`src/rtl/core/swm_pkg.sv`:
```
// shared types and constants for the sliding window median unit
// no dependencies; imported by every module of the unit but swm_ram
package swm_pkg;

    localparam int DATA_W     = 32;
    localparam int MED_W      = 33;
    localparam int CFG_W      = 7;
    localparam int M_TDATA_W  = 40;
    localparam logic [CFG_W-1:0] WINDOW_RESET = 7'd3;

    typedef enum logic [2:0] {
        ST_IDLE,
        ST_REMOVE,
        ST_INSERT,
        ST_EMIT
    } swm_state_t;

    // commands from the controller to the datapath
    typedef struct packed {
        logic load;      // capture a sample beat, issue ring read
        logic cfg_write; // take a new window size, empty the window
        logic remove;    // drop the leaving sample from the sorted cells
        logic insert;    // insert the new sample, write the ring
        logic load_out;  // move the median into the output register
    } swm_cmd_t;

    // status from the datapath to the controller
    typedef struct packed {
        logic full;      // window holds as many samples as its size
        logic out_busy;  // output register holds a beat that is not taken
    } swm_status_t;

endpackage

```
`src/rtl/core/swm_ctrl.sv`:
```
// controller state machine of the sliding window median unit
// depends on swm_pkg
module swm_ctrl (
    input  logic                 clk,
    input  logic                 rst_n,
    input  logic                 s_tvalid,
    output logic                 s_tready,
    input  logic                 cfg_valid,
    output logic                 cfg_ready,
    input  swm_pkg::swm_status_t status,
    output swm_pkg::swm_cmd_t    cmd
);

    import swm_pkg::*;

    swm_state_t state_reg;
    swm_state_t state_next;

    always_ff @(posedge clk or negedge rst_n)
    begin
        if (!rst_n)
        begin
            state_reg <= ST_IDLE;
        end
        else
        begin
            state_reg <= state_next;
        end
    end

    always_comb
    begin
        state_next = state_reg;
        cmd        = '0;
        s_tready   = 1'b0;
        cfg_ready  = 1'b0;
        case (state_reg)
            ST_IDLE:
            begin
                // a config write takes the cycle over a sample beat
                cfg_ready = 1'b1;
                s_tready  = !cfg_valid;
                if (cfg_valid)
                begin
                    cmd.cfg_write = 1'b1;
                end
                else if (s_tvalid)
                begin
                    cmd.load   = 1'b1;
                    state_next = ST_REMOVE;
                end
            end
            ST_REMOVE:
            begin
                cmd.remove = status.full;
                state_next = ST_INSERT;
            end
            ST_INSERT:
            begin
                cmd.insert = 1'b1;
                state_next = ST_EMIT;
            end
            ST_EMIT:
            begin
                if (!status.full)
                begin
                    state_next = ST_IDLE;
                end
                else if (!status.out_busy)
                begin
                    cmd.load_out = 1'b1;
                    state_next   = ST_IDLE;
                end
            end
            default:
            begin
                state_next = ST_IDLE;
            end
        endcase
    end

endmodule

```
`config.mk`:
```
export PLATFORM = sky130hd
export DESIGN_NAME = swm_ctrl
export DESIGN_NICKNAME = d
export VERILOG_FILES = /design/src/rtl/core/swm_pkg.sv /design/src/rtl/core/swm_ctrl.sv
export SDC_FILE = /design/constraint.sdc
export NUM_CORES = 1
export LEC_CHECK = 0
export BUFFER_PORTS_ARGS = -buffer_cell sky130_fd_sc_hd__buf_2
export CAP_MARGIN = 5
export CORE_AREA = 2 2 39 41
export CTS_CLUSTER_DIAMETER = 100
export DETAILED_ROUTE_END_ITERATION = 8
export DIE_AREA = 0 0 41 43
export MAX_ROUTING_LAYER = met4
export PLACE_DENSITY_LB_ADDON = 0.08
export SYNTH_ARGS = -nofsm -noshare
export SYNTH_HDL_FRONTEND = slang
export SYNTH_SLANG_ARGS = --single-unit
```
`constraint.sdc`:
```
create_clock -name clk -period 2 [get_ports clk]
set_clock_uncertainty 0.1 [all_clocks]
set_input_delay 0.3 -clock clk [delete_from_list [all_inputs] [get_ports clk]]
set_output_delay 0.3 -clock clk [all_outputs]
set_load 0.01 [all_outputs]
```
# After elaboration in Yosys (flattened, before gate mapping)
# Cells that the tools add are included.
dict set report word_totals {
  out_inout_bits 7
  word_cells 26
  register_bits 3
  in_bits 6
}
dict set report classes {
  n_eq_ne 6
  mux 16
  n_reduce_logical 3
}
# op n
set ops {}
lappend ops {{2-to-1 mux 3 bit} 4}
lappend ops {{case mux 3 bit (4 select lines)} 1}
lappend ops {{2-to-1 mux 1 bit} 10}
lappend ops {{== test 3 x 2 -> 1 bit, second input constant} 2}
lappend ops {{!= test 2 bit, second input constant} 2}
lappend ops {{== test 3 x 1 -> 1 bit, second input constant} 1}
lappend ops {{logical NOT 3 bit} 1}
lappend ops {{!= test 3 bit, second input constant} 1}
lappend ops {{AND reduction 3 bit} 1}
lappend ops {{2-to-1 mux 2 bit} 1}
lappend ops {{logical NOT 1 bit} 1}

# Depth between registers and ports, before layout
dict set report logic_depth {
  word_depth 3
  mapped_depth 4
  depth_no_buf 4
}

# Worst setup path after synthesis
# Ideal clock, no wire load.
dict set report synth_path {
  kind {register to output}
  from {register state_reg[0]}
  to {output cmd[4] in the netlist's numbering}
  path_stages_with_launch 5
  t_required_ps 1600
  t_arrival_ps 1164
  path_buffers 0
  path_slack_ps 436
  path_cell_list {dfrtp_1 > inv_1 > ha_1 > and2b_2 > and2_1}
}
# element line
set synth_lines {}
lappend synth_lines {{start: declaration} swm_ctrl.sv:16} ;# swm_state_t state_reg;
lappend synth_lines {{start signal: assignment} swm_ctrl.sv:27} ;# state_reg <= state_next;
lappend synth_lines {{end: declaration} swm_ctrl.sv:11} ;# output swm_pkg::swm_cmd_t cmd

==> results_dict.tcl <==
set metrics [dict create \
    status "completed" \
    relSlewSlack_pct 85.7 \
    max_freq_mhz 534 \
    fin_crit_sh_pct 93.7 \
    drtPass1Iterations 1 \
    finalWorstSetupSlack_ps 126 \
    p_int_uw 278 \
    viasPerCell 3.48 \
    setup_violations 0 \
    grt-ovfl-total 0 \
    cts_num_sinks 2 \
    num_io_pins 13 \
    utilization_pct 24.8 \
    r2r_start "state_reg[0]" \
    syn_nets 31 \
    yosys-top-cells-count "ha_1, and2_1, dfrtp_1, inv_1" \
    critPathMaxFanout 5 \
    h-tree-depth 1 \
    power.share.switching_pct 39.4 \
    hold_buffers 1 \
    globalplace.congestion 0.691 \
    core_area_sq_um 1380 \
    r2r_end "state_reg[1]" \
    num_rows 14 \
    tightestPinTransition_ps 214 \
    endpoint_kind "primary output" \
    area_growth_pct 48.9 \
    largest_register_ffs 2 \
    criticalPathCategory "flip-flop to primary output" \
    grt_pass1_vias 180 \
    die_y_microns 43 \
    num_antenna_cells 0 \
    hp-class "input port to async pin" \
    slew_viol_final 0 \
    reg2reg_setup_slack_ps 460 \
    grt_usage_pct 6.37 \
    cts_root_buffer "clkbuf_4" \
    hold_viol 0 \
    syn_area_sq_um 230 \
    avgSynthCellArea_sq_um 11.5 \
    arrival_ps 1470 \
    slowest_stage "dfrtp_1" \
    crit_family "flip-flops" \
    pwr-share-clk_pct 19.7 \
    num_vias 181 \
    yosysWarningCount 0 \
    ys_ff_latch 2 \
    grt_max_degree 6 \
    cts_buffers 3 \
    fin_tns_setup_ps 0 \
    nets 49 \
    rsz0062_at_grt "false" \
    clk_path_buf_depth 2 \
    min_period_ps 1870 \
    drc 0 \
    p_total_uw 458 \
    dieArea_sq_um 1760 \
    maxCapViolations 0 \
    synth-edff-count 0 \
    ir_drop_mv 0.554 \
    netlist_top_cells_area "ha_1, dfrtp_1, a32oi_4, mux2_4, nand2b_4" \
    cts-resized-gates 0 \
    power.density_nw_per_um2 1340 \
    path_cells "inv_1 > ha_1 > and2b_2 > and2_1 > buf_2" \
    drive_gt1_share_pct 55.6 \
    async_reset_ff_share_pct 100 \
    path_clk_slew_ps 30 \
    grt_antenna_before_repair 0 \
    ys_seq_area_share_pct 21.7 \
    pwr-share-seq_pct 19.4 \
    slowest_delay_ps 390 \
    cp-start-kind "flip-flop" \
    clk_latency_ps 230 \
    wirelength_microns 441 \
    switching_power_uw 181 \
    combinationalPowerShare_pct 60.9 \
    start_util_pct 16.6 \
    crit_path_start "state_reg[0]" \
    ys_types 13 \
    wl_per_cell_microns 8.48 \
    syn_inst 20 \
    yosys.area.top_type_share_pct 27.2 \
    dp_slack_ps 331 \
    drt_iter0_drc 0 \
    port_buffers 12 \
    p_leak_nw 0.194 \
    worst-path-buf-inv 2 \
    die_w_microns 41 \
    required_ps 1600 \
    synthFlopType "dfrtp_1" \
    reg2regPathDepth 4 \
    tritoncts "yes" \
    yosysMostFrequentCell "ha_1" \
    cts_setup_buffers 0 \
    ant_nets 0 \
    grt_pass1_wl_microns 641 \
    yosys.area.top_type "ha_1" \
]
==> kinds of logic after synthesis <==
family | after synthesis | synth area share, %
AO/OA/AOI/OAI | 2 | 15.2
buffers and inverters | 2 | 3.26
flip-flops | 2 | 21.7
adder cells (fa/ha/maj) | 5 | 27.2
multiplexers | 2 | 10.9
AND/OR/NAND/NOR | 7 | 21.7
==> how the worst max path moves through the flow <==
| stage | cells past startpoint | to | slack, ps |
|---|---|---|---|
| 5_1_grt | 5 | cmd[4] | 20 |
| 3_3_place_gp | 5 | cmd[4] | 340 |
| 4_1_cts | 5 | cmd[4] | 90 |
| 6_report | 5 | cmd[4] | 130 |
| 3_5_place_dp | 5 | cmd[4] | 330 |
| 2_1_floorplan | 4 | cmd[4] | 440 |
==> power by group through the flow <==
stage / combinational (mW) / clock [mW] / sequential [mW]
2_1_floorplan: 0.210 / 0 / 0.0844
6_report: 0.279 / 0.0901 / 0.0891
4_1_cts: 0.288 / 0.0961 / 0.0906
3_3_place_gp: 0.283 / 0 / 0.0913
3_5_place_dp: 0.284 / 0 / 0.0910
5_1_grt: 0.317 / 0.0987 / 0.0942
==> final cells by class <==
| cell class | instances | area, sq um |
|---|---|---|
| well taps | 16 | 20.0 |
| inverters | 2 | 7.51 |
| fillers | 152 | 1040 |
| multi-input cells | 16 | 173 |
| flip-flops and latches | 2 | 50.0 |
| clock buffers | 3 | 22.5 |
| repair buffers | 13 | 70.1 |
==> cell usage in the layout, fill, tap and decap left out, drive strengths merged <==
master        n
mux2i         1
nand2         1
o21bai        1
dlygate4sd3   1
buf          12
dfrtp         2
nor2          1
nand2b        1
ha            5
clkbuf        3
and2b         1
inv           2
mux2          1
a32oi         1
and2          3
==> through the flow <==
stage | std cells | hold slack, ps | cell area [sq um]
after floorplan | 20 | -95.6 | 230
after global placement | 48 | -15.2 | 310
after detailed placement | 48 | -15.2 | 310
after CTS | 52 | 284 | 343
after global routing | 52 | 310 | 343
final | 52 | 286 | 343
==> layer usage <==
layer  GRT usage, %  routed length [microns]  vias up  share of wire (%)
li1               -                        -       97                  -
met1           4.79                      176       78                 40
met2           9.06                      236        6                 54
met3           1.57                       28        0                6.3
met4           10.0                        0        0                  0
met5              -                        0        -                  0
Power figures use the tool's default switching activity.
